### src/design/iair_pkg.sv
package iair_pkg;

    localparam int CMDW  = 2;
    localparam int IDXW  = 6;
    localparam int WORDW = 32;
    localparam int POSW  = 5;
    localparam int STATW = 2;

    localparam logic [CMDW-1:0] CMD_APPEND = 2'd0;
    localparam logic [CMDW-1:0] CMD_INSERT = 2'd1;
    localparam logic [CMDW-1:0] CMD_REMOVE = 2'd2;

    localparam logic [STATW-1:0] STAT_OK    = 2'd0;
    localparam logic [STATW-1:0] STAT_FULL  = 2'd1;
    localparam logic [STATW-1:0] STAT_RANGE = 2'd2;

    typedef struct packed {
        logic [CMDW-1:0]         cmd;
        logic [IDXW-1:0]         index;
        logic signed [WORDW-1:0] value;
    } in_t;

    typedef struct packed {
        logic signed [WORDW-1:0] word;
        logic [POSW-1:0]         position;
        logic                    last;
        logic [STATW-1:0]        status;
    } out_t;

    typedef struct packed {
        logic [1:0] occ;
        logic       pop;
    } oq_stat_t;

    typedef enum logic [1:0] {
        ST_IDLE,
        ST_SHIFT,
        ST_PUT,
        ST_READ
    } seq_state_t;

endpackage

### src/design/iair_mem.sv
module iair_mem #(
    parameter int DEPTH = 32
) (
    input  logic                             aclk,
    input  logic                             we,
    input  logic [$clog2(DEPTH)-1:0]         waddr,
    input  logic signed [iair_pkg::WORDW-1:0] wdata,
    input  logic                             re,
    input  logic [$clog2(DEPTH)-1:0]         raddr,
    output logic signed [iair_pkg::WORDW-1:0] rdata
);
    import iair_pkg::*;

    logic signed [WORDW-1:0] mem [DEPTH];

    always_ff @(posedge aclk) begin
        if (we) begin
            mem[waddr] <= wdata;
        end
    end

    always_ff @(posedge aclk) begin
        if (re) begin
            rdata <= mem[raddr];
        end
    end

endmodule

### src/design/iair_outq.sv
module iair_outq (
    input  logic               aclk,
    input  logic               aresetn,
    input  logic               push,
    input  iair_pkg::out_t     push_data,
    output logic               m_valid,
    input  logic               m_ready,
    output iair_pkg::out_t     m_data,
    output iair_pkg::oq_stat_t stat
);
    import iair_pkg::*;

    logic [1:0] occ_reg, occ_next;
    out_t       ent0_reg, ent0_next;
    out_t       ent1_reg, ent1_next;
    logic       pop;

    assign m_valid  = (occ_reg != 2'd0);
    assign m_data   = ent0_reg;
    assign pop      = m_valid && m_ready;
    assign stat.occ = occ_reg;
    assign stat.pop = pop;

    always_comb begin
        occ_next  = occ_reg;
        ent0_next = ent0_reg;
        ent1_next = ent1_reg;
        if (pop) begin
            ent0_next = ent1_reg;
            occ_next  = occ_reg - 2'd1;
        end
        if (push) begin
            if (occ_next == 2'd0) begin
                ent0_next = push_data;
            end else begin
                ent1_next = push_data;
            end
            occ_next = occ_next + 2'd1;
        end
    end

    always_ff @(posedge aclk) begin
        if (!aresetn) begin
            occ_reg <= 2'd0;
        end else begin
            occ_reg <= occ_next;
        end
        ent0_reg <= ent0_next;
        ent1_reg <= ent1_next;
    end

    assert property (@(posedge aclk) disable iff (!aresetn)
        occ_reg != 2'd3)
        else $error("output queue count out of range");

    assert property (@(posedge aclk) disable iff (!aresetn)
        push |-> !(occ_reg == 2'd2 && !pop))
        else $error("push into a full output queue");

    assert property (@(posedge aclk) disable iff (!aresetn)
        (occ_reg == 2'd2 && !pop && !push) |=> (occ_reg == 2'd2 && $stable(ent1_reg)))
        else $error("held beat lost from output queue");

endmodule

### src/design/iair_seq.sv
module iair_seq #(
    parameter int DEPTH = 32
) (
    input  logic                              aclk,
    input  logic                              aresetn,
    input  logic                              s_valid,
    output logic                              s_ready,
    input  iair_pkg::in_t                     s_data,
    output logic                              mem_we,
    output logic [$clog2(DEPTH)-1:0]          mem_waddr,
    output logic signed [iair_pkg::WORDW-1:0] mem_wdata,
    output logic                              mem_re,
    output logic [$clog2(DEPTH)-1:0]          mem_raddr,
    input  logic signed [iair_pkg::WORDW-1:0] mem_rdata,
    input  iair_pkg::oq_stat_t                oq_stat,
    output logic                              push,
    output iair_pkg::out_t                    push_data
);
    import iair_pkg::*;

    localparam int AW   = $clog2(DEPTH);
    localparam int CW   = $clog2(DEPTH + 1);
    localparam int CMPW = (CW > IDXW) ? CW : IDXW;

    seq_state_t state_reg, state_next;

    logic [CW-1:0]          cnt_reg, cnt_next;
    logic [AW-1:0]          rptr_reg, rptr_next;
    logic [AW-1:0]          idx_reg, idx_next;
    logic signed [WORDW-1:0] val_reg, val_next;
    logic                   ins_reg, ins_next;
    logic                   sh_pend_reg, sh_pend_next;
    logic [AW-1:0]          sh_addr_reg, sh_addr_next;
    logic                   rd_pend_reg, rd_pend_next;
    logic [AW-1:0]          rd_pos_reg, rd_pos_next;
    logic                   rd_last_reg, rd_last_next;

    logic            acc;
    logic [CMPW-1:0] idx_w, cnt_w;
    logic            full;
    logic            err_full, err_range;
    logic            go_shift, go_put;
    logic            shift_done;
    logic            put_ready;
    logic            rd_issue, rd_is_last;
    logic [2:0]      oq_level;

    assign s_ready = (state_reg == ST_IDLE) && !rd_pend_reg && (oq_stat.occ != 2'd2);
    assign acc     = s_valid && s_ready;
    assign idx_w   = CMPW'(s_data.index);
    assign cnt_w   = CMPW'(cnt_reg);
    assign full    = (cnt_reg >= CW'(DEPTH));

    // classify the incoming beat
    always_comb begin
        err_full  = 1'b0;
        err_range = 1'b0;
        go_shift  = 1'b0;
        go_put    = 1'b0;
        case (s_data.cmd)
            CMD_APPEND: begin
                err_full = full;
            end
            CMD_INSERT: begin
                if (full) begin
                    err_full = 1'b1;
                end else if (idx_w > cnt_w) begin
                    err_range = 1'b1;
                end else if (idx_w == cnt_w) begin
                    go_put = 1'b1;
                end else begin
                    go_shift = 1'b1;
                end
            end
            CMD_REMOVE: begin
                if (idx_w >= cnt_w) begin
                    err_range = 1'b1;
                end else if (idx_w + CMPW'(1) == cnt_w) begin
                    go_put = 1'b1;
                end else begin
                    go_shift = 1'b1;
                end
            end
            default: begin
            end
        endcase
    end

    assign shift_done = ins_reg ? (rptr_reg == idx_reg)
                                : (rptr_reg == AW'(cnt_reg - CW'(1)));
    assign put_ready  = !sh_pend_reg;
    assign oq_level   = 3'(oq_stat.occ) + 3'(rd_pend_reg) - 3'(oq_stat.pop);
    assign rd_issue   = (state_reg == ST_READ) && (oq_level < 3'd2);
    assign rd_is_last = (CW'(rptr_reg) == cnt_reg - CW'(1));

    always_comb begin
        state_next = state_reg;
        case (state_reg)
            ST_IDLE: begin
                if (acc && go_shift) begin
                    state_next = ST_SHIFT;
                end else if (acc && go_put) begin
                    state_next = ST_PUT;
                end
            end
            ST_SHIFT: begin
                if (shift_done) begin
                    state_next = ST_PUT;
                end
            end
            ST_PUT: begin
                if (put_ready) begin
                    // a remove of the only word leaves nothing to read out
                    if (!ins_reg && cnt_reg == CW'(1)) begin
                        state_next = ST_IDLE;
                    end else begin
                        state_next = ST_READ;
                    end
                end
            end
            ST_READ: begin
                if (rd_issue && rd_is_last) begin
                    state_next = ST_IDLE;
                end
            end
            default: begin
                state_next = ST_IDLE;
            end
        endcase
    end

    always_comb begin
        cnt_next     = cnt_reg;
        rptr_next    = rptr_reg;
        idx_next     = idx_reg;
        val_next     = val_reg;
        ins_next     = ins_reg;
        sh_pend_next = 1'b0;
        sh_addr_next = sh_addr_reg;
        rd_pend_next = 1'b0;
        rd_pos_next  = rd_pos_reg;
        rd_last_next = rd_last_reg;
        mem_re       = 1'b0;
        mem_raddr    = rptr_reg;
        // shifted word lands in the cycle after its read
        mem_we       = sh_pend_reg;
        mem_waddr    = sh_addr_reg;
        mem_wdata    = mem_rdata;

        case (state_reg)
            ST_IDLE: begin
                if (acc) begin
                    idx_next = AW'(s_data.index);
                    val_next = s_data.value;
                    ins_next = (s_data.cmd == CMD_INSERT);
                    if (s_data.cmd == CMD_APPEND && !full) begin
                        mem_we    = 1'b1;
                        mem_waddr = AW'(cnt_reg);
                        mem_wdata = s_data.value;
                        cnt_next  = cnt_reg + CW'(1);
                    end
                    if (s_data.cmd == CMD_INSERT) begin
                        rptr_next = AW'(cnt_reg - CW'(1));
                    end else begin
                        rptr_next = AW'(s_data.index) + AW'(1);
                    end
                end
            end
            ST_SHIFT: begin
                mem_re       = 1'b1;
                sh_pend_next = 1'b1;
                sh_addr_next = ins_reg ? rptr_reg + AW'(1) : rptr_reg - AW'(1);
                rptr_next    = ins_reg ? rptr_reg - AW'(1) : rptr_reg + AW'(1);
            end
            ST_PUT: begin
                if (put_ready) begin
                    if (ins_reg) begin
                        mem_we    = 1'b1;
                        mem_waddr = idx_reg;
                        mem_wdata = val_reg;
                        cnt_next  = cnt_reg + CW'(1);
                    end else begin
                        cnt_next  = cnt_reg - CW'(1);
                    end
                    rptr_next = '0;
                end
            end
            ST_READ: begin
                if (rd_issue) begin
                    mem_re       = 1'b1;
                    rd_pend_next = 1'b1;
                    rd_pos_next  = rptr_reg;
                    rd_last_next = rd_is_last;
                    rptr_next    = rptr_reg + AW'(1);
                end
            end
            default: begin
            end
        endcase
    end

    always_comb begin
        push      = 1'b0;
        push_data = '0;
        if (rd_pend_reg) begin
            push               = 1'b1;
            push_data.word     = mem_rdata;
            push_data.position = POSW'(rd_pos_reg);
            push_data.last     = rd_last_reg;
            push_data.status   = STAT_OK;
        end else if (acc && (err_full || err_range)) begin
            push             = 1'b1;
            push_data.last   = 1'b1;
            push_data.status = err_full ? STAT_FULL : STAT_RANGE;
        end
    end

    always_ff @(posedge aclk) begin
        if (!aresetn) begin
            state_reg   <= ST_IDLE;
            cnt_reg     <= '0;
            sh_pend_reg <= 1'b0;
            rd_pend_reg <= 1'b0;
        end else begin
            state_reg   <= state_next;
            cnt_reg     <= cnt_next;
            sh_pend_reg <= sh_pend_next;
            rd_pend_reg <= rd_pend_next;
        end
        rptr_reg    <= rptr_next;
        idx_reg     <= idx_next;
        val_reg     <= val_next;
        ins_reg     <= ins_next;
        sh_addr_reg <= sh_addr_next;
        rd_pos_reg  <= rd_pos_next;
        rd_last_reg <= rd_last_next;
    end

    assert property (@(posedge aclk) disable iff (!aresetn)
        cnt_reg <= CW'(DEPTH))
        else $error("count exceeds depth");

    assert property (@(posedge aclk) disable iff (!aresetn)
        !(sh_pend_reg && rd_pend_reg))
        else $error("shift writeback overlaps readout");

    assert property (@(posedge aclk) disable iff (!aresetn)
        (state_reg == ST_READ && mem_re) |-> (CW'(rptr_reg) < cnt_reg))
        else $error("readout beyond count");

    assert property (@(posedge aclk) disable iff (!aresetn)
        (state_reg == ST_PUT && ins_reg && !sh_pend_reg) |-> (mem_waddr == idx_reg))
        else $error("insert word written to wrong entry");

endmodule

### src/design/indexed_array_insert_remove_unit.sv
// Channel | Direction | Handshake          | Payload
// s_      | in        | s_valid / s_ready  | in_t  (cmd, index, value)
// m_      | out       | m_valid / m_ready  | out_t (word, position, last, status)
//
// Append, cmd 3 and rejects finish at accept. Insert/remove: accept, read and write back
// each shifted word, land the last shifted word, put (insert writes the new word), issue
// each readout beat, then queue the last read; insert at index 0 runs longest. Rejects are queued at accept.
// A new item is taken once the last readout beat is queued and the 2-beat queue has room.
// Reset is synchronous on aresetn; it clears the count and control, not the words.
// m_ready low stalls readout issue and, once the queue is full, acceptance; the output queue holds issued beats.
module indexed_array_insert_remove_unit #(
    parameter int DEPTH = 32
) (
    input  logic           aclk,
    input  logic           aresetn,
    input  logic           s_valid,
    output logic           s_ready,
    input  iair_pkg::in_t  s_data,
    output logic           m_valid,
    input  logic           m_ready,
    output iair_pkg::out_t m_data
);
    import iair_pkg::*;

    localparam int AW = $clog2(DEPTH);

    logic                    mem_we;
    logic [AW-1:0]           mem_waddr;
    logic signed [WORDW-1:0] mem_wdata;
    logic                    mem_re;
    logic [AW-1:0]           mem_raddr;
    logic signed [WORDW-1:0] mem_rdata;
    oq_stat_t                oq_stat;
    logic                    push;
    out_t                    push_data;

    iair_mem #(
        .DEPTH(DEPTH)
    ) u_mem (
        .aclk (aclk),
        .we   (mem_we),
        .waddr(mem_waddr),
        .wdata(mem_wdata),
        .re   (mem_re),
        .raddr(mem_raddr),
        .rdata(mem_rdata)
    );

    iair_seq #(
        .DEPTH(DEPTH)
    ) u_seq (
        .aclk     (aclk),
        .aresetn  (aresetn),
        .s_valid  (s_valid),
        .s_ready  (s_ready),
        .s_data   (s_data),
        .mem_we   (mem_we),
        .mem_waddr(mem_waddr),
        .mem_wdata(mem_wdata),
        .mem_re   (mem_re),
        .mem_raddr(mem_raddr),
        .mem_rdata(mem_rdata),
        .oq_stat  (oq_stat),
        .push     (push),
        .push_data(push_data)
    );

    iair_outq u_outq (
        .aclk     (aclk),
        .aresetn  (aresetn),
        .push     (push),
        .push_data(push_data),
        .m_valid  (m_valid),
        .m_ready  (m_ready),
        .m_data   (m_data),
        .stat     (oq_stat)
    );

endmodule

### config.mk
export PLATFORM = sky130hd
export DESIGN_NAME = indexed_array_insert_remove_unit
export DESIGN_NICKNAME = d
export VERILOG_FILES = /design/src/design/iair_pkg.sv /design/src/design/iair_mem.sv /design/src/design/iair_outq.sv /design/src/design/iair_seq.sv /design/src/design/indexed_array_insert_remove_unit.sv
export SDC_FILE = /design/constraint.sdc
export NUM_CORES = 1
export LEC_CHECK = 0
export ABC_AREA = 0
export BUFFER_PORTS_ARGS = -buffer_cell sky130_fd_sc_hd__buf_2
export CORE_ASPECT_RATIO = 0.5
export CORE_MARGIN = 2
export CORE_UTILIZATION = 65
export CTS_CLUSTER_DIAMETER = 100
export DETAILED_ROUTE_END_ITERATION = 12
export PLACE_DENSITY = 0.84
export SLEW_MARGIN = 5
export SYNTH_ARGS = -nofsm -noshare
export SYNTH_HDL_FRONTEND = slang
export SYNTH_HIERARCHICAL = 1
export SYNTH_SLANG_ARGS = --single-unit
### constraint.sdc
create_clock -name aclk -period 7.5 [get_ports aclk]
set_input_delay 0 -clock aclk [delete_from_list [all_inputs] [get_ports aclk]]
set_output_delay 0 -clock aclk [all_outputs]
set_load 0.02 [all_outputs]
-- After elaboration in Yosys (flattened, before gate mapping)
Memory sizes are Yosys's and may differ from the RTL's. A register that Yosys moved wholly into a read port is not among the register bits.
Cells that the tools add are included.
- bits in registers: 146
- bits in writable memories: 1024
- input bits: 44
- output and inout bits: 42
- logic and storage cells: 151
- memories: 1
- memory list (name ; depth ; width ; read ports ; clocked after memory_dff ; write ports ; line ; text):
    u_mem.mem ; 32 ; 32 ; 1 ; 1 ; 1 ; iair_mem.sv:14 ; logic signed [WORDW-1:0] mem [DEPTH];
- $add $sub $neg: 10
- magnitude comparators: 4
- eq/ne operators: 19
- muxes and demuxes: 69
- bitwise logic cells: 1
- reductions and logical operators: 27
- operator list (operator ; count):
    two-way mux 32 bit ; 4
    two-way mux 40 bit ; 3
    one-hot mux 32 bit (2 select lines) ; 1
    two-way mux 5 bit ; 10
    two-way mux 37 bit ; 1
    two-way mux 1 bit ; 25
    two-way mux 6 bit ; 4
    one-hot mux 5 bit (4 select lines) ; 1
    two-way mux 2 bit ; 9
    adder 6 x 1 -> 6 bit, second input constant ; 2
    == test 6 bit ; 2
    one-hot mux 1 bit (2 select lines) ; 6
    one-hot mux 6 bit (2 select lines) ; 1
    logical AND 1 bit ; 11
    adder 5 x 1 -> 5 bit, second input constant ; 2
    == test 5 bit ; 2
    one-hot mux 5 bit (2 select lines) ; 1
    != test 2 bit, second input constant ; 4
    one-hot mux 2 bit (4 select lines) ; 1
    AND reduction 2 bit ; 4
    AND reduction 4 bit ; 2
    == test 2 bit, second input constant ; 3
    == test 5 x 6 -> 1 bit ; 1
    == test 6 x 1 -> 1 bit, second input constant ; 1
    20 further kinds ; 29

-- Depth between registers and ports, before layout
- depth in word-level cells: 10
- mapped depth: 16
- mapped depth without buffers: 13

-- By module
Netlist, hierarchy kept.
- modules (own cells, without submodules) (module ; times used ; cells an instance ; area an instance (µm²) ; sequential area each (µm²)):
    iair_mem ; 1 ; 2260 ; 40812.9 ; 31710.4
    iair_seq ; 1 ; 431 ; 4247.8 ; 1821.7
    iair_outq ; 1 ; 237 ; 3044.2 ; 2042.0

-- Least setup slack after synthesis
OpenSTA, ideal clock, no wires.
- kind: register to register
- start: register u_seq.state_reg[1]
- end: memory u_mem.mem[28][10], enable pin
- library setup time: 0.421 ns
- arrival time: 4.402 ns
- required time: 7.079 ns
- setup slack: 2.676 ns
- stages on the path, launching flop included: 12
- buffers on the path: 3
- clock period less this slack: 4.824 ns
- cell sequence: dfxtp_1 nor2_1 nor4bb_1 buf_2 and3_1 o21ai_1 clkbuf_1 a222oi_1 inv_1 or3b_2 clkbuf_1 nor2_1
- elaborated cells between the ends (all ways): 11
- those cells by class: 1 x eq/ne; 6 x mux; 4 x reduce/logical
- RTL lines (item ; line ; text):
    start: declaration ; iair_seq.sv:25 ; seq_state_t state_reg, state_next;
    start signal: assignment ; iair_seq.sv:225 ; state_reg <= state_next;
    logical NOT 2 bit ; iair_seq.sv:48, iair_seq.sv:150 ;
    logical AND 1 bit (2 in a row) ; iair_seq.sv:48 ; assign s_ready = (state_reg == ST_IDLE) && !rd_pend_reg && (oq_stat.occ != 2'd2);
    logical AND 1 bit ; iair_seq.sv:49 ; assign acc = s_valid && s_ready;
    two-way mux 5 bit ; iair_seq.sv:152 ; if (acc) begin
    one-hot mux 5 bit (2 select lines) * ; iair_seq.sv:150 ; case (state_reg)
    net mem_waddr[1] ; indexed_array_insert_remove_unit.sv:28 ; logic [AW-1:0] mem_waddr;
    end: declaration ; iair_mem.sv:14 ;
Mark *: on every way through the listed nets, which the timed path passes. The rest lies on a longest branch.

-- Worst setup path after layout
- start: register u_seq.state_reg[0]
- end: memory u_mem.mem[15][4], enable pin
Same word-level chain as after synthesis.

==> results.cfg <==
[hold_path]
hp-class = in -> reg

[final_layout]
multi_input_area_um2 = 11600
final_nets = 3074
drive_above_1_share = 0.0989
fillers = 4068
layout_common_cells = edfxtp_1, mux2i_1, nand2_1
fin_cells = 4058
seqCellArea_um2 = 35600
areaGrowthSynthToFinish_pct = 10.0
layout_commonest_cell = edfxtp_1
largest_reg_flops = 1024

[setup_path]
cp-start-kind = register
endpoint_kind = register
cp_max_fo = 45
arrival_ns = 6.11
ff2ff_setup_slack_ns = 1.67
crit_type = reg -> reg
cp.required_ns = 7.78

[place]
portBuffers = 85
dp.cells = 3843
gp_congestion = 0.912
place_hpwl_um = 63800

[global_route]
grt_pass1_wl_um = 168000
grt_pass1_vias = 26900
grt_max_degree = 129
overflow = 0
antenna_found_initial = 8
grt_usage = 0.297

[clock_tree]
ctsLongestPathBuffers = 3
cts_buffers = 99
hold_buffers = 39
root_buffer = clkbuf_16
ctsResizeCount = 0
path_clk_slew_ns = 0.07
clock_latency_ns = 0.67
htreeDepth = 3
cts_sinks = 1202
cts_tree = yes
postCtsSetupRepairBufs = 0

[logic_synthesis]
yosys_warnings = 6
synth_nets = 2991
syn_area_um2 = 48100
synth_top_area_share = 0.718
syn_inst = 2928
ys_seq_elements = 1202
synth_flop_cell = edfxtp_1
synth.top_cells.by_area = edfxtp_1, mux2i_1, dfxtp_1
ys_types = 59
syn_avg_cell_area_um2 = 16.4
synth_top_area_cell = edfxtp_1
synth_seq_area_share = 0.740
synth-edff-count = 1150
ys_async_sr_fraction = 0

[floorplan]
dieArea_um2 = 76300
row_count = 70
die_h_um = 196
io_pins = 86
start_util = 0.658
dieWidth_um = 389
core_area_um2 = 73100

[timing]
rsz0062_at_grt = false
relSlewSlack = 0.138
max_freq_ghz = 0.171
setup_viol_count_final = 0
period_needed_ns = 5.83
skew_ns = 0.0212
timing_hold_violations_final = 0
tns_ns = 0
tightest_slew_ns = 1.29
post-route-period-util = 0.778
report.final.slew_viol_count = 0
whs_ns = 0.0631

[power_and_ir_drop]
pwr-share-clk = 0.230
p_int_mw = 14.3
p_per_area_nw_per_um2 = 422
irDropWorstVdd_v = 0.000509
combPwrFrac = 0.335
p_sw_mw = 8.03
p_total_mw = 22.3
p_leak_nw = 18.8
sw_frac_of_total = 0.360
seq_power_share = 0.435

[route]
drc = 0
vias = 27400
ant_nets = 0
drt_iter0_drc = 4135
post_drt_wl_per_cell_um = 28.1
via_per_inst = 6.76
first_pass_iters = 7
finalWirelength_um = 114000

[status]
status = completed

[run]
maxCapViolCount = 0
layout make-up:
class	instances	area share
Tap cell	972	0.0230
Timing Repair Buffer	156	0.0218
Inverter	58	0.00411
Clock buffer	122	0.0506
Clock inverter	52	0.00877
Antenna cell	2	0.0000946
Multi-Input combinational cell	1494	0.219
Sequential cell	1202	0.672
stage by stage:
step	utilization	worst slack [ns]	cell area, um2
final	0.724	1.67	52900
after global routing	0.724	1.55	52900
after CTS	0.724	1.81	52900
after detailed placement	0.675	1.99	49400
after global placement	0.675	2.22	49400
after floorplan	-	2.68	48100
worst paths after layout:
check / startpoint / to / cells after the start
worst max-delay path: u_seq/state_reg[0]$_SDFFE_PN0P_ / u_mem/mem[15][4]$_DFFE_PP_ / 9
worst min-delay path: s_data[38] / u_seq/ins_reg$_DFFE_PP_ / 2
worst max register to register: u_seq/state_reg[0]$_SDFFE_PN0P_ / u_mem/mem[15][4]$_DFFE_PP_ / 9
worst min register to register: u_outq/ent1_reg[21]$_DFFE_PP_ / u_outq/m_data[21]$_DFF_P_ / 2
worst max-delay path: stages, from the launching register on:
cell	delay [ns]
dfxtp_1	0.77
nor2_1	0.23
nor4bb_4	0.23
buf_4	0.33
and3_2	0.34
o21ai_4	0.89
a222oi_1	0.28
inv_1	0.23
nand3_1	0.85
nor2_4	1.26
cells by family (layout without fill, tap and decap cells):
kind of cell	Yosys count	count (layout)	synth area share
AO/OA/AOI/OAI	419	419	0.0602
XOR/XNOR	40	40	0.00728
adder cells (fa/ha/maj)	19	19	0.00510
buffers and inverters	232	388	0.0257
flip-flops	1202	1202	0.740
multiplexers	558	558	0.116
other	0	2	0
AND/OR/NAND/NOR	458	458	0.0462
Yosys cell counts (14+ instances only):
cell / count
a21oi_1: 105
a222oi_1: 34
a22o_1: 64
a22oi_1: 99
a31oi_1: 39
and2_1: 48
buf_2: 38
buf_4: 36
buf_6: 18
clkbuf_1: 63
dfxtp_1: 52
edfxtp_1: 1150
ha_1: 18
inv_1: 57
mux2i_1: 558
nand2_1: 161
nand3_1: 106
nor2_1: 48
nor3_1: 36
o21ai_0: 55
xnor2_1: 26
xor2_1: 14
routing by layer:
layer / GRT usage / share of wire / up-vias
met1: 0.419 / 0.38 / 13700
li1: - / - / 11600
met5: 0 / 0.00092 / -
met2: 0.466 / 0.47 / 1917
met4: 0.0796 / 0.026 / 10
met3: 0.0792 / 0.13 / 246
power by group through the flow:
stage	clock network (mW)	logic [mW]	registers [mW]
after detailed placement	0	7.13	9.83
after floorplan	0	4.73	9.70
after CTS	5.15	7.28	9.69
final	5.13	7.48	9.72
after global placement	0	6.92	9.81
after global routing	5.39	7.84	9.76
Power figures use the tool's default switching activity.
